## src/hdl/pph_pkg.sv

```systemverilog
// ----------------------------------------------------------------------------
// pph_pkg
// Shared types, codes and constants of the polar particle histogram unit.
// ----------------------------------------------------------------------------
package pph_pkg;

  localparam int BINS_X_DEF      = 64;
  localparam int BINS_Y_DEF      = 64;
  localparam int COUNT_WIDTH_DEF = 32;

  // Width of an internal bin index; holds any index up to 1023 and the bound 1024
  localparam int IDX_W      = 11;
  localparam int CFG_IDX_W  = 2;
  localparam int CFG_DATA_W = 24;
  localparam int ROT_STEPS  = 16;

  // Working widths of the rotation and scaling datapath
  localparam int XY_W   = 28;
  localparam int Z_W    = 33;
  localparam int DIFF_W = 33;
  localparam int PROD_W = 50;

  localparam logic [29:0] CORDIC_GAIN = 30'd652032874;

  localparam logic [1:0] OP_BIN    = 2'd0;
  localparam logic [1:0] OP_READ   = 2'd1;
  localparam logic [1:0] OP_CLEAR  = 2'd2;
  localparam logic [1:0] OP_UNUSED = 2'd3;

  localparam logic [CFG_IDX_W-1:0] REG_X_ORIGIN = 2'd0;
  localparam logic [CFG_IDX_W-1:0] REG_Y_ORIGIN = 2'd1;
  localparam logic [CFG_IDX_W-1:0] REG_X_SCALE  = 2'd2;
  localparam logic [CFG_IDX_W-1:0] REG_Y_SCALE  = 2'd3;

  typedef struct packed {
    logic [1:0]  operation;
    logic [15:0] radius;
    logic [15:0] angle;
    logic [5:0]  read_column;
    logic [5:0]  read_row;
  } in_item_t;

  typedef struct packed {
    logic [31:0] count;
    logic        in_range;
    logic [5:0]  column;
    logic [5:0]  row;
  } out_item_t;

  typedef enum logic [3:0] {
    ST_CLEAR,
    ST_IDLE,
    ST_ROTATE,
    ST_OFFSET,
    ST_SCALE_X,
    ST_SCALE_Y,
    ST_INDEX,
    ST_FETCH,
    ST_UPDATE
  } ctrl_state_t;

  typedef struct packed {
    logic clear;
    logic accept;
    logic rotate;
    logic offset;
    logic scale_x;
    logic scale_y;
    logic index;
    logic update;
  } dp_cmd_t;

  typedef struct packed {
    logic in_is_bin;
    logic rot_last;
    logic clear_last;
    logic out_free;
  } dp_status_t;

  // Arctangent of 2^-i in units of 2*pi/2^32
  function automatic logic signed [Z_W-1:0] atan_step(input logic [3:0] i);
    logic signed [Z_W-1:0] v;
    case (i)
      4'd0:    v = 33'sd536870912;
      4'd1:    v = 33'sd316933405;
      4'd2:    v = 33'sd167458907;
      4'd3:    v = 33'sd85004756;
      4'd4:    v = 33'sd42667331;
      4'd5:    v = 33'sd21354465;
      4'd6:    v = 33'sd10679838;
      4'd7:    v = 33'sd5340245;
      4'd8:    v = 33'sd2670163;
      4'd9:    v = 33'sd1335086;
      4'd10:   v = 33'sd667544;
      4'd11:   v = 33'sd333772;
      4'd12:   v = 33'sd166886;
      4'd13:   v = 33'sd83443;
      4'd14:   v = 33'sd41721;
      default: v = 33'sd20860;
    endcase
    return v;
  endfunction

endpackage

```

## src/hdl/pph_ctrl.sv

```systemverilog
// ----------------------------------------------------------------------------
// pph_ctrl
// Sequencer of the histogram unit: clearing pass, rotation, scaling, update.
// ----------------------------------------------------------------------------
module pph_ctrl (
  input  logic                clk,
  input  logic                rst,
  input  logic                in_valid,
  output logic                in_ready,
  input  pph_pkg::dp_status_t status,
  output pph_pkg::dp_cmd_t    cmd
);

  pph_pkg::ctrl_state_t state, state_next;

  always_ff @(posedge clk) begin
    if (rst) begin
      state <= pph_pkg::ST_CLEAR;
    end else begin
      state <= state_next;
    end
  end

  always_comb begin
    state_next = state;
    case (state)
      pph_pkg::ST_CLEAR: begin
        if (status.clear_last) state_next = pph_pkg::ST_IDLE;
      end
      pph_pkg::ST_IDLE: begin
        if (in_valid) begin
          state_next = status.in_is_bin ? pph_pkg::ST_ROTATE : pph_pkg::ST_INDEX;
        end
      end
      pph_pkg::ST_ROTATE: begin
        if (status.rot_last) state_next = pph_pkg::ST_OFFSET;
      end
      pph_pkg::ST_OFFSET:  state_next = pph_pkg::ST_SCALE_X;
      pph_pkg::ST_SCALE_X: state_next = pph_pkg::ST_SCALE_Y;
      pph_pkg::ST_SCALE_Y: state_next = pph_pkg::ST_INDEX;
      pph_pkg::ST_INDEX:   state_next = pph_pkg::ST_FETCH;
      pph_pkg::ST_FETCH:   state_next = pph_pkg::ST_UPDATE;
      pph_pkg::ST_UPDATE: begin
        if (status.out_free) state_next = pph_pkg::ST_IDLE;
      end
      default: state_next = pph_pkg::ST_CLEAR;
    endcase
  end

  always_comb begin
    in_ready    = (state == pph_pkg::ST_IDLE);
    cmd.clear   = (state == pph_pkg::ST_CLEAR);
    cmd.accept  = (state == pph_pkg::ST_IDLE) && in_valid;
    cmd.rotate  = (state == pph_pkg::ST_ROTATE);
    cmd.offset  = (state == pph_pkg::ST_OFFSET);
    cmd.scale_x = (state == pph_pkg::ST_SCALE_X);
    cmd.scale_y = (state == pph_pkg::ST_SCALE_Y);
    cmd.index   = (state == pph_pkg::ST_INDEX);
    cmd.update  = (state == pph_pkg::ST_UPDATE) && status.out_free;
  end

endmodule

```

## config.mk

```make
export PLATFORM = sky130hd
export DESIGN_NAME = pph_ctrl
export DESIGN_NICKNAME = d
export VERILOG_FILES = /design/src/hdl/pph_pkg.sv /design/src/hdl/pph_ctrl.sv
export SDC_FILE = /design/constraint.sdc
export NUM_CORES = 1
export LEC_CHECK = 0
export ABC_CLOCK_PERIOD_IN_PS = 2300
export BUFFER_PORTS_ARGS = -buffer_cell sky130_fd_sc_hd__buf_2
export CAP_MARGIN = 20
export CORE_AREA = 2 2 39 41
export DETAILED_ROUTE_END_ITERATION = 10
export DIE_AREA = 0 0 41 43
export PLACE_DENSITY_LB_ADDON = 0.2
export SETUP_SLACK_MARGIN = 0.1
export SYNTH_ARGS = -nofsm -noshare
export SYNTH_HDL_FRONTEND = slang
export SYNTH_SLANG_ARGS = --single-unit
```

## constraint.sdc

```tcl
create_clock -name clk -period 2.3 [get_ports clk]
set_input_delay 0.115 -clock clk [delete_from_list [all_inputs] [get_ports clk]]
set_output_delay 0.115 -clock clk [all_outputs]
set_load 0.05 [all_outputs]
```

==> impl_metrics.json, run 1 <==
{
  "clkSlewWorstSetupHoldPaths_ps": 30,
  "nFillCells": 163,
  "yosysTopAreaCell": "dfxtp_1",
  "final_cell_mix": "buf_2, nor3_1, nor2_1, nand2b_1, dfxtp_1",
  "fin_crit_sh_pct": 68.8,
  "largest_reg_flops": 4,
  "crit_required_ps": 2180,
  "start_util_pct": 23.1,
  "p_leak_nw": 0.198,
  "dieArea_sq_um": 1760,
  "final_cells": 70,
  "critPathArrivalTime_ps": 1470,
  "grt_max_degree": 12,
  "cts_hold_buffers": 0,
  "gp_congestion": 0.733,
  "cp_max_fo": 10,
  "cp-start-kind": "flip-flop",
  "antenna_found_initial": 0,
  "core_area_sq_um": 1380,
  "rr_startpoint": "state[1]",
  "drt-pass1-iter-count": 4,
  "overflow": 0,
  "setup_viol": 0,
  "layout.nets": 63,
  "drive_gt1_share_pct": 42.6,
  "finalPower_mw": 0.366,
  "seqCellArea_sq_um": 80.1,
  "ys_ff_latch": 4,
  "path_class": "flip-flop to primary output",
  "hold_viol": 0,
  "dp_hpwl_um": 559,
  "r2r_setup_slack_ps": 880,
  "endpoint_kind": "primary output",
  "rsz0062_at_grt": "no",
  "cts_buffer_depth": 2,
  "crit_path_end": "cmd[6]",
  "wl_per_cell_um": 11.0,
  "synth_area_leaders": "dfxtp_1, nor3_1, nand2b_1",
  "vias_per_cell": 4.81,
  "syn_nets": 46,
  "r2r-end": "state[0]",
  "grt_pass1_wl_um": 1250,
  "ant_nets": 0,
  "synth_cells": 39,
  "crit_start": "state[0]",
  "cts_tree": "built",
  "vias": 337,
  "drc": 0,
  "grtUsageTotal_pct": 11.0,
  "drv_slew": 0,
  "max-vdd-ir-drop_mv": 0.327,
  "finalCriticalPeriod_ps": 1580,
  "cts_root_buffer": "clkbuf_4",
  "fmax_mhz": 632,
  "dp_cells": 67,
  "grt_pass1_vias": 299,
  "numClockSinks": 4,
  "status": "finished, final reports clean",
  "routed_wl_um": 771,
  "die_h_um": 43,
  "synth.cell_area_sq_um": 319,
  "worst_pin_slew_ps": 355,
  "maxSlewHeadroom_pct": 76.3,
  "finalClockSkew_ps": 0.556,
  "yosysSeqAreaShare_pct": 25.1,
  "maxCapViolations": 0,
  "drtIter0Drc": 5,
  "diodes": 0,
  "ff2ff_path_depth": 3,
  "synthDominantCellAreaShare_pct": 25.1,
  "ys_types": 21,
  "fp.dieW_um": 41,
  "largestRegisters": "state (4)",
  "rows": 14,
  "min_path_type": "input port to flip-flop",
  "numCtsBuffers": 3,
  "synth.avg_cell_area_sq_um": 8.18,
  "multiInputGateArea_sq_um": 220,
  "clock_latency_ps": 230,
  "final_common_cell": "buf_2",
  "finalSetupTns_ps": 0,
  "power_density_nw_per_um2": 867,
  "yosys_warnings": 0,
  "area_growth_pct": 32.2,
  "postCtsSetupBuffers": 0,
  "ctsResizeCount": 0,
  "io_pins": 16,
  "port_buffers": 15,
  "ctsHtreeMaxLevel": 1,
  "top_register": "state"
}
==> worst max-delay path, stage by stage (launching register included) <==
cell,delay [ps]
dfxtp_1,480
nand2b_1,130
nor3_2,210
and2_1,160
buf_2,250
==> per-stage QoR <==
stage | utilization, % | hold WS (ps) | instance area [sq um] | setup slack (ps)
after floorplan | - | 187 | 324 | 396
after global placement | 28.8 | 349 | 399 | 903
after detailed placement | 28.8 | 345 | 399 | 868
after CTS | 30.5 | 101 | 422 | 698
after global routing | 30.5 | 123 | 422 | 619
final | 30.5 | 102 | 422 | 718
==> cells by family (layout without fill, tap and decap cells) <==
family	after synthesis	in the layout	share of synthesized area, %
AOI/OAI and AO/OA	7	7	23.5
buffers and inverters	4	19	7.45
muxes	2	2	7.06
DFF	4	4	25.1
and+or+nand+nor	22	22	36.9
==> worst min path at each step <==
stage,startpoint,to,slack (ps),cells after the start
floorplan,rst,state[3],190,1
global placement,rst,state[3],350,2
detailed placement,rst,state[3],340,2
CTS,rst,state[3],100,2
global route,rst,state[3],120,2
finish,rst,state[3],100,2
==> cells in the mapped netlist <==
| cell | instances |
|---|---|
| mux2_2 | 2 |
| a2bb2o_4 | 1 |
| buf_2 | 1 |
| and2_1 | 1 |
| o32a_1 | 1 |
| nand2b_1 | 4 |
| a311o_1 | 1 |
| nor2_1 | 5 |
| nor3_1 | 7 |
| nand2_1 | 1 |
| buf_4 | 2 |
| inv_1 | 1 |
| or2_1 | 1 |
| o32ai_2 | 1 |
| o21ai_0 | 1 |
| or3_1 | 1 |
| or3b_1 | 1 |
| dfxtp_1 | 4 |
| or2b_1 | 1 |
| a21oi_1 | 1 |
| a211o_1 | 1 |
==> cell type report <==
cell class | instances | area share, %
multi-input combinational | 31 | 52.2
sequential | 4 | 19.0
inverter | 1 | 0.890
clock buffer | 3 | 5.34
tap | 16 | 4.75
timing repair buffer | 15 | 17.8
==> per-layer routing <==
layer	track usage, %	up-vias	routed length, um
li1	-	173	-
met1	12.7	149	318
met2	14.4	15	379
met3	4.71	0	73
met4	10.0	0	0
met5	0	-	0
==> power by group <==
part	total, mW	switching, mW	internal (mW)
sequential	0.100	0.0215	0.0788
clock	0.0854	0.0272	0.0582
combinational	0.180	0.116	0.0635
No activity file was read; power rests on OpenSTA's default activity.
==> run 2, diff against run 1 <==
- ABC_AREA: not set -> 1
- ABC_CLOCK_PERIOD_IN_PS: 2300 -> 1650
- clock period: 2.3 -> 1.65 ns (I/O delays scaled with it)
==> impl_metrics.json, run 2 <==
{
  "worst_pin_slew_ps": 323,
  "grt_max_degree": 10,
  "layout.nets": 83,
  "hold_viol": 0,
  "critPathArrivalTime_ps": 1310,
  "drtIter0Drc": 7,
  "fin_util_pct": 33.7,
  "critPathSlowestCell": "dfxtp_1",
  "wl_per_cell_um": 8.59,
  "cts_tree": "built",
  "ff2ff_path_depth": 7,
  "finalClockSkew_ps": 1.52,
  "power_density_nw_per_um2": 1960,
  "hold-worst-slack_ps": 57.9,
  "r2r-end": "state[0]",
  "fin_crit_sh_pct": 84.4,
  "largest_reg_flops": 4,
  "finalSetupTns_ps": 0,
  "core_area_sq_um": 1380,
  "fmax_mhz": 718,
  "top_register": "state",
  "port_buffers": 15,
  "hold_start": "rst",
  "drt-pass1-iter-count": 4,
  "synth_cells": 57,
  "vias_per_cell": 4.48,
  "grt_pass1_wl_um": 1300,
  "synth.cell_area_sq_um": 335,
  "numClockSinks": 4,
  "critPathTopFamily": "buffers and inverters",
  "dp_hpwl_um": 678,
  "hold_depth": 2,
  "clkSlewWorstSetupHoldPaths_ps": 40,
  "max-vdd-ir-drop_mv": 0.450,
  "fp.dieW_um": 41,
  "overflow": 0,
  "ctsHtreeMaxLevel": 1,
  "maxSlewHeadroom_pct": 78.5,
  "cp.depth": 4,
  "finalCriticalPeriod_ps": 1390,
  "synthArstFlopShare_pct": 0,
  "dp_slack_ps": 418,
  "diodes": 0,
  "gp_congestion": 0.762,
  "synth_top_cells_by_count": "nand2_1, inv_1, nor2_1",
  "p_leak_nw": 0.257,
  "area_growth_pct": 39.2,
  "holdPathEnd": "state[0]",
  "finalPower_mw": 0.914,
  "cts_root_buffer": "clkbuf_4",
  "ys_types": 15,
  "final_cell_mix": "buf_2, nand2_1, inv_1, nor2_1, nor2_2",
  "maxCapViolations": 0,
  "status": "finished, final reports clean",
  "synth_edf_count": 0,
  "critical_path.max_stage_delay_ps": 320,
  "synth_ff_type": "dfxtp_1",
  "yosysSeqAreaShare_pct": 23.9,
  "cp_max_fo": 5,
  "yosysMostFrequentCell": "nand2_1",
  "setup_viol": 0,
  "syn_nets": 64,
  "numCtsBuffers": 3,
  "synth_area_leaders": "dfxtp_1, nand2_1, inv_1",
  "cts_hold_buffers": 0,
  "start_util_pct": 24.2,
  "cts_buffer_depth": 2,
  "crit_chain": "inv_1, nand2_1, nor4_2, buf_2",
  "crit_required_ps": 1570,
  "yosysTopAreaCell": "dfxtp_1",
  "postCtsSetupBuffers": 0,
  "grt_pass1_vias": 342,
  "synth.avg_cell_area_sq_um": 5.88,
  "dieArea_sq_um": 1760,
  "path_class": "flip-flop to primary output",
  "endpoint_kind": "primary output",
  "die_h_um": 43,
  "synthDominantCellAreaShare_pct": 23.9,
  "rows": 14,
  "ant_nets": 0,
  "antenna_found_initial": 0,
  "r2r_setup_slack_ps": 420,
  "clock_latency_ps": 230,
  "routed_wl_um": 773,
  "vias": 403,
  "largestRegisters": "state (4)",
  "ctsResizeCount": 0,
  "grtUsageTotal_pct": 11.5,
  "min_path_type": "input port to flip-flop",
  "drc": 0,
  "drive_gt1_share_pct": 43.2,
  "crit_buf_inv": 2,
  "yosys_warnings": 0,
  "ys_ff_latch": 4,
  "final_common_cell": "buf_2",
  "fin_ws_ps": 257,
  "rsz0062_at_grt": "no",
  "io_pins": 16,
  "drv_slew": 0,
  "cp-start-kind": "flip-flop",
  "rr_startpoint": "state[1]"
}
[run 2: cell types whose count changed after synthesis, sizes merged, moves of 2 or more]
cell	delta
nor2	+9
nor3	-4
nand2b	-4
mux2	-2
inv	+10
nand3	+4
buf	-2
a21oi	+2
nand2	+11
nor4	+3
[run 2: routing by layer]
| layer | wire (um) | GRT usage (%) | vias up |
|---|---|---|---|
| met4 | 6 | 8.00 | 0 |
| met3 | 53 | 4.71 | 2 |
| li1 | - | - | 213 |
| met2 | 406 | 17.8 | 16 |
| met1 | 306 | 11.6 | 172 |
| met5 | 0 | 0 | - |
[run 2: report_power, final]
part           switching [mW]  internal [mW]
clock network          0.0366         0.0811
registers              0.0477          0.126
logic                   0.456          0.167
[run 2: through the flow]
stage	std cells	area, sq um
after floorplan	57	360
after global placement	87	444
after detailed placement	87	444
after CTS	90	467
after global routing	90	467
final	90	467
[run 2: kinds of logic (layout without fill, tap and decap cells)]
logic type / after synthesis / count (layout) / synth area share [%]
compound gates: 5 / 5 / 8.58
buf+inv: 12 / 29 / 15.7
flops: 4 / 4 / 23.9
simple gates: 36 / 36 / 51.9
[run 2: layout make-up]
class	instances	area [sq um]
clock buffer	3	22.5
timing repair buffer	15	75.1
multi-input combinational	41	228
fill	168	917
sequential	4	80.1
inverter	11	41.3
tap	16	20.0
[run 2: how the worst max path moves through the flow]
stage / from / to
floorplan: state[3] / cmd[6]
global placement: state[1] / state[0]
detailed placement: state[1] / state[0]
CTS: state[3] / cmd[6]
global route: state[3] / cmd[6]
finish: state[3] / cmd[6]
==> run 3, diff against run 2 <==
- ABC_CLOCK_PERIOD_IN_PS: 1650 -> 1330
- clock period: 1.65 -> 1.33 ns (I/O delays scaled with it)
==> impl_metrics.json, run 3 (synthesized netlist as in run 2, its figures left out) <==
{
  "status": "finished, final reports clean",
  "critical_path.max_stage_delay_ps": 330,
  "min_path_type": "input port to flip-flop",
  "path_class": "flip-flop to primary output",
  "grtUsageTotal_pct": 11.1,
  "wl_per_cell_um": 9.61,
  "core_area_sq_um": 1380,
  "overflow": 0,
  "numCtsBuffers": 3,
  "fp.dieW_um": 41,
  "routed.top_layer": "met4",
  "crit_buf_inv": 2,
  "fin_crit_sh_pct": 95.5,
  "numClockSinks": 4,
  "clkSlewWorstSetupHoldPaths_ps": 40,
  "dp_cells": 88,
  "critPathSlowestCell": "dfxtp_2",
  "hold_depth": 2,
  "r2r_setup_slack_ps": 190,
  "vias": 426,
  "crit_chain": "buf_4, nor4_2, buf_4",
  "met2WireLength_um": 421,
  "fmax_mhz": 787,
  "dieArea_sq_um": 1760,
  "grt_pass1_vias": 349,
  "holdPathEnd": "state[0]",
  "hold_start": "rst",
  "drv_slew": 0,
  "met1_length_um": 405,
  "wl_met3_um": 42,
  "power_density_nw_per_um2": 2420,
  "crit_required_ps": 1260,
  "hold_viol": 0,
  "layout.nets": 85,
  "cts_buffer_depth": 2,
  "finalCriticalPeriod_ps": 1270,
  "ctsHtreeMaxLevel": 1,
  "grt_pass1_wl_um": 1330,
  "antenna_found_initial": 0,
  "rsz0062_at_grt": "yes",
  "worst_pin_slew_ps": 269,
  "r2r-end": "state[2]",
  "clock_latency_ps": 230,
  "setup_viol": 0,
  "dp_hpwl_um": 713,
  "max-vdd-ir-drop_mv": 0.699,
  "ff2ff_path_depth": 6,
  "maxSlewHeadroom_pct": 81.9,
  "area_growth_pct": 65.3,
  "final_cells": 92,
  "ant_nets": 0,
  "largestRegisters": "state (4)",
  "port_buffers": 15,
  "dp_slack_ps": 195,
  "critPathTopFamily": "buffers and inverters",
  "cts_hold_buffers": 0,
  "rr_startpoint": "state[1]",
  "gp_congestion": 0.820,
  "drc": 0,
  "cpMostUsedCell": "buf_4",
  "drive_gt1_share_pct": 53.9,
  "final_cell_mix": "nand2_1, inv_1, nor2_1, buf_4, buf_2",
  "cts_root_buffer": "clkbuf_4",
  "endpoint_kind": "primary output",
  "largest_reg_flops": 4,
  "routed_wl_um": 884,
  "vias_per_cell": 4.63,
  "io_pins": 16,
  "fin_ws_ps": 59.2,
  "cp-start-kind": "flip-flop",
  "maxCapViolations": 0,
  "grt_max_degree": 7,
  "rows": 14,
  "cts_tree": "built",
  "finalClockSkew_ps": 0.984,
  "critPathArrivalTime_ps": 1200,
  "top_register": "state",
  "die_h_um": 43,
  "cp_max_fo": 6,
  "drtIter0Drc": 4,
  "drt-pass1-iter-count": 4,
  "diodes": 0,
  "p_leak_nw": 0.279,
  "start_util_pct": 24.2
}
[run 3: cell count changes in the layout (fill, tap and decap cells not counted)]
cell | previous run | this run
nand2_4 | 0 | 1
buf_6 | 0 | 4
inv_2 | 1 | 2
nor2_4 | 0 | 4
nand2_2 | 1 | 2
buf_4 | 0 | 7
inv_1 | 10 | 9
nor2_2 | 5 | 1
nand2_1 | 11 | 9
dfxtp_2 | 0 | 4
dfxtp_1 | 4 | 0
buf_2 | 15 | 6
[run 3: final cells by class]
cell class	instances	area (sq um)
Fill cell	153	830
Timing Repair Buffer	17	128
Inverter	11	41.3
Tap cell	16	20.0
Clock buffer	3	22.5
Multi-Input combinational cell	41	258
Sequential cell	4	85.1
[run 3: power by group]
group	total (mW)	internal, mW	switching, mW
Clock	0.150	0.101	0.0489
Combinational	0.980	0.332	0.648
Sequential	0.211	0.164	0.0471
[run 3: worst max-delay path by stage]
stage	startpoint	end	slack, ps	cells past startpoint
finish	state[1]	cmd[6]	60	3
global route	state[1]	cmd[6]	20	3
CTS	state[1]	cmd[6]	40	3
detailed placement	state[2]	state[0]	190	7
global placement	state[3]	state[2]	200	5
floorplan	state[1]	cmd[0]	-170	4
[run 3: repair_timing]
item	CTS	global route
setup buffers	1	0
pin swaps	1	0
resized for setup	17	4
setup endpoints to repair	9	9
endpoints found under the hold margin	0	0
[run 3: per-layer routing]
metal,GRT usage [%],vias to the layer above
met5,0,-
met4,10.0,0
met3,1.57,2
met2,16.6,14
met1,12.8,192
li1,-,218
[run 3: stage by stage]
step           hold slack, ps  area, sq um  power [mW]  util (%)  TNS (ps)
2_1_floorplan             129          380       0.912         -      -334
3_3_place_gp              286          472        1.05      34.1         0
3_5_place_dp              285          472        1.06      34.1         0
4_1_cts                  28.4          544        1.33      39.3         0
5_1_grt                  39.5          554        1.43      40.1         0
6_report                 37.2          554        1.34      40.1         0
[run 3: worst reg2reg max path: cells and delay by family (launching register included)]
kind	cells	cell delay, ps
and+or+nand+nor	5	610
DFF	1	330
AOI/OAI and AO/OA	1	80
